[config.mk]
export PLATFORM = sky130hd
export DESIGN_NAME = sem_lane
export DESIGN_NICKNAME = d
export VERILOG_FILES = /design/src/hw/rtl/sem_pkg.sv /design/src/hw/rtl/sem_lane.sv
export SDC_FILE = /design/constraint.sdc
export NUM_CORES = 1
export LEC_CHECK = 0
export BUFFER_PORTS_ARGS = -buffer_cell sky130_fd_sc_hd__buf_2
export CORE_MARGIN = 2
export CORE_UTILIZATION = 35
export DETAILED_ROUTE_END_ITERATION = 8
export GPL_TIMING_DRIVEN = 0
export HOLD_SLACK_MARGIN = 0.12
export PLACE_DENSITY = 0.48
export SLEW_MARGIN = 20
export SYNTH_ARGS = -nofsm -noshare
export SYNTH_HDL_FRONTEND = slang
export SYNTH_SLANG_ARGS = --single-unit
[constraint.sdc]
create_clock -name clock -period 10.4 [get_ports clock]
set_input_delay 0.52 -clock clock [delete_from_list [all_inputs] [get_ports clock]]
set_output_delay 0.52 -clock clock [all_outputs]
set_load 0.03 [all_outputs]
[src/hw/rtl/sem_pkg.sv]
// ----------------------------------------------------------------------------
// sem_pkg: shared types and constants for the Sobel edge magnitude block
// Pixel and window types, lane status and configuration defaults.
// ----------------------------------------------------------------------------
package sem_pkg;

   // pixel component width and number of color lanes
   localparam int PIX_W     = 8;
   localparam int NUM_LANES = 3;
   localparam int RGB_W     = PIX_W * NUM_LANES;

   // default sizing of the line memories and row counters
   localparam int MAX_WIDTH_DEF  = 1024;
   localparam int MAX_HEIGHT_DEF = 4096;

   // configuration registers
   localparam int CSR_IDX_W  = 8;
   localparam int CSR_DATA_W = 16;
   localparam int FW_W       = 11;
   localparam int FH_W       = 13;
   localparam logic [CSR_IDX_W-1:0] REG_FRAME_WIDTH  = 8'd0;
   localparam logic [CSR_IDX_W-1:0] REG_FRAME_HEIGHT = 8'd1;
   localparam logic [FW_W-1:0] FRAME_WIDTH_RST  = 11'd640;
   localparam logic [FH_W-1:0] FRAME_HEIGHT_RST = 13'd480;

   // magnitude limits
   localparam logic [20:0] SAT_LIMIT = 21'd65280;
   localparam logic [7:0]  MAG_MAX   = 8'd255;

   // 3x3 neighborhood of one channel, index row*3 + column
   typedef logic [8:0][PIX_W-1:0] win_type;

   // status a lane reports to the merge stage
   typedef struct packed {
      logic             busy;
      logic [PIX_W-1:0] mag;
   } lane_out_type;

endpackage

[src/hw/rtl/sem_lane.sv]
// ----------------------------------------------------------------------------
// sem_lane: Sobel gradient and rounded magnitude for one color channel
// Gradients, squares, then a bit-per-cycle integer square root (8 steps).
// ----------------------------------------------------------------------------
module sem_lane (
   input  logic                  clock,
   input  logic                  reset,
   input  logic                  start,
   input  sem_pkg::win_type      taps,
   output sem_pkg::lane_out_type status
);
   import sem_pkg::*;

   localparam logic [3:0] STEP_SQUARE = 4'd0;
   localparam logic [3:0] STEP_SUM    = 4'd1;
   localparam logic [3:0] STEP_LAST   = 4'd9;

   logic               busy_ff;
   logic [3:0]         step_ff;
   logic signed [10:0] gx_ff, gy_ff;
   logic [19:0]        sqx_ff, sqy_ff;
   logic               sat_ff;
   logic [15:0]        op_ff, res_ff, one_ff;

   logic [9:0]         right_sum, left_sum, bot_sum, top_sum;
   logic signed [21:0] gx_sq, gy_sq;
   logic [20:0]        sq_sum;
   logic [16:0]        trial;

   // kernel sums
   always_comb begin
      right_sum = 10'(taps[2]) + {1'b0, taps[5], 1'b0} + 10'(taps[8]);
      left_sum  = 10'(taps[0]) + {1'b0, taps[3], 1'b0} + 10'(taps[6]);
      bot_sum   = 10'(taps[6]) + {1'b0, taps[7], 1'b0} + 10'(taps[8]);
      top_sum   = 10'(taps[0]) + {1'b0, taps[1], 1'b0} + 10'(taps[2]);
      gx_sq     = gx_ff * gx_ff;
      gy_sq     = gy_ff * gy_ff;
      sq_sum    = 21'(sqx_ff) + 21'(sqy_ff);
      trial     = 17'(res_ff) + 17'(one_ff);
   end

   // control
   always_ff @(posedge clock) begin
      if (reset) begin
         busy_ff <= 1'b0;
         step_ff <= STEP_SQUARE;
      end else if (start) begin
         busy_ff <= 1'b1;
         step_ff <= STEP_SQUARE;
      end else if (busy_ff) begin
         step_ff <= step_ff + 4'd1;
         if (step_ff == STEP_LAST) begin
            busy_ff <= 1'b0;
         end
      end
   end

   // datapath
   always_ff @(posedge clock) begin
      if (start) begin
         gx_ff <= $signed({1'b0, right_sum}) - $signed({1'b0, left_sum});
         gy_ff <= $signed({1'b0, bot_sum}) - $signed({1'b0, top_sum});
      end else if (busy_ff) begin
         case (step_ff)
            STEP_SQUARE: begin
               sqx_ff <= 20'(gx_sq);
               sqy_ff <= 20'(gy_sq);
            end
            STEP_SUM: begin
               sat_ff <= (sq_sum > SAT_LIMIT);
               op_ff  <= sq_sum[15:0];
               res_ff <= '0;
               one_ff <= 16'h4000;
            end
            default: begin
               // one root bit per cycle
               if ({1'b0, op_ff} >= trial) begin
                  op_ff  <= op_ff - trial[15:0];
                  res_ff <= (res_ff >> 1) + one_ff;
               end else begin
                  res_ff <= res_ff >> 1;
               end
               one_ff <= one_ff >> 2;
            end
         endcase
      end
   end

   // round to nearest: remainder above n means s > n*n + n
   assign status.busy = busy_ff;
   assign status.mag  = sat_ff ? MAG_MAX : 8'(res_ff + 16'(op_ff > res_ff));

endmodule

==> metrics.cfg <==
[run_status]
status = complete, no violations

[critical_path]
reg2reg_slack_ps = 4360
path_class = flip-flop to flip-flop
cp_data_arrival_time_ps = 6140
path_max_fanout = 10
crit_required_ps = 10500
crit_path_end_kind = flip-flop
reg2reg_depth = 19
cp-start-kind = flip-flop

[die]
dieWidth_um = 220
placementRows = 79
die_h_um = 220
die_area_um2 = 48400
io_pins = 84
initial_core_util_pct = 35.3
core-area_um2 = 46300

[hold_path]
min_path_cells = 2
min_path_type = input pin to flip-flop

[yosys]
yosysTopAreaCell = fa_1
synth_cells = 1633
yosysMostFrequentCell = inv_1
netlist_top_cells_area = fa_1 (31%), edfxtp_1 (19%), ha_1 (14%), inv_1 (8.0%), xnor2_1 (4.6%)
synth.top_cells.by_count = inv_1 (348), fa_1 (250), ha_1 (184)
syn_avg_cell_area_um2 = 9.99
synth_nets = 2142
yosysWarnings = 0
synthArstFlopShare_pct = 0
yosysSeqAreaShare_pct = 19.2
synth-edff-count = 101
ys_ff_latch = 106
synth.distinct_cells = 61
synth_area_um2 = 16300
synth_ff_type = edfxtp_1
yosysTopAreaCellShare_pct = 30.7

[sta]
period_needed_ps = 6040
setup_viol = 0
max_slew_margin_pct = 44.1
fmax_mhz = 166
final_max_slew_viol_count = 0
fin_setup_tns_ps = 0
hold_violations = 0
skew_ps = 20.5
fin_crit_sh_pct = 58.1
rsz0062_at_grt = no
tightest_slew_ps = 839

[global_routing]
met2_usage_pct = 29.5
grt_pass1_wl_um = 59900
grt_max_degree = 29
grt.overflow.total = 0
antenna_found_initial = 8
track_usage_pct = 15.9
busiest_layer = met2
use_met3_pct = 3.30
grt_pass1_vias = 12093
globalRouteMet1Util_pct = 18.7

[cts]
htree_levels = 3
cts_buffers = 9
clockRootBuffer = clkbuf_16
post_cts_resized = 0
cts_tree = yes
cts_setup_buffers = 0
holdBufCountCts = 0
clk_pin_slew_ps = 80
clock_tree.buffer_depth = 2
cts_sinks = 106
clk_latency_ps = 390

[placed_design]
dp_hpwl_um = 30600
io_buffer_count = 75
gp_congestion = 0.854
placed_cells = 2317

[routing]
detail-route-antenna-nets = 0
dr.pass1.iters = 7
drc = 0
routedWlPerCell_um = 15.4
wl_um = 35900
vias_per_cell = 4.76
drtIter0Drc = 475
vias = 11117

[final_layout]
nNetsFinal = 2230
area.growth.synth_to_final_pct = 9.25
n_fill_cell = 4696
drive_above_1_share_pct = 7.30
final_cells = 2335

[run]
max_cap_violations = 0

## worst max-delay path, stage by stage, from the launching register on
cell and delay [ps]:
edfxtp_1 360, clkbuf_1 420, inv_1 240, nor2_1 240
inv_1 80, fa_1 480, fa_1 500, fa_1 490
inv_1 50, fa_1 470, inv_1 50, fa_1 480
inv_1 40, ha_1 340, and3_1 200, a31o_2 260
o41ai_1 580, o31ai_1 180, a21oi_1 200, xnor2_1 120
## layer usage
layer	wire length (um)	share of wire (%)
met5	69	0.19
met4	555	1.5
met3	1390	3.9
met2	18700	52
met1	15300	42
## final cells by class
type / count / area [um^2] / share of cell area [%]
tap: 607 / 759 / 4.26
antenna: 2 / 5.00 / 0.0281
clock buffer: 11 / 254 / 1.43
inverter: 349 / 1310 / 7.35
sequential: 106 / 3130 / 17.6
buffer: 32 / 135 / 0.758
multi-input combinational: 1146 / 11800 / 66.0
clock inverter: 5 / 41.3 / 0.232
timing repair buffer: 77 / 430 / 2.42
## sequential cells by signal (all words and copies together), names as in the netlist
signal   flops
busy_ff      1
gx_ff       11
gy_ff       11
one_ff       8
op_ff       16
res_ff      16
sat_ff       1
sqx_ff      19
sqy_ff      19
step_ff      4
## worst paths after layout
check,start,endpoint
min reg2reg,step_ff[1],step_ff[1]
max,gx_ff[4],sqx_ff[19]
min,reset,step_ff[1]
max reg2reg,gx_ff[4],sqx_ff[19]
## stage by stage
step	utilization [%]	instance area, um^2	setup WS (ps)	hold WS (ps)
after floorplan	-	16300	5130	486
after global placement	37.7	17400	4300	558
after detailed placement	37.9	17500	4270	554
after CTS	38.5	17800	4250	339
after global routing	38.5	17800	3870	353
final	38.5	17800	4360	366
## cell usage in the layout (no fill, tap or decap), types with 4 or more instances in the layout
| cell type | n |
|---|---|
| a211oi_1 | 12 |
| a211oi_2 | 5 |
| a21boi_0 | 5 |
| a21o_1 | 21 |
| a21oi_1 | 53 |
| a31o_2 | 12 |
| a31oi_1 | 17 |
| and2_1 | 65 |
| and3_1 | 8 |
| buf_2 | 75 |
| clkbuf_1 | 29 |
| clkbuf_16 | 10 |
| dfxtp_1 | 5 |
| edfxtp_1 | 101 |
| fa_1 | 250 |
| ha_1 | 184 |
| inv_1 | 348 |
| mux2i_1 | 6 |
| nand2_1 | 101 |
| nand2b_1 | 14 |
| nand3_1 | 17 |
| nand3b_1 | 5 |
| nand4_1 | 7 |
| nor2_1 | 77 |
| nor2b_1 | 25 |
| nor3_1 | 23 |
| o211ai_1 | 4 |
| o21a_1 | 11 |
| o21ai_0 | 33 |
| o21bai_1 | 14 |
| o31ai_1 | 6 |
| or2_2 | 9 |
| xnor2_1 | 85 |
| xor2_1 | 34 |
## cells by family after synthesis
logic type | share of synthesized area [%]
simple gates | 11.0
flops | 19.2
buf+inv | 8.86
fa+ha+maj | 44.8
mux | 0.368
compound gates | 9.42
xor+xnor | 6.39
Power is not shown: default switching activity piles up to over one toggle a cycle in this logic, so the estimate is an artifact.
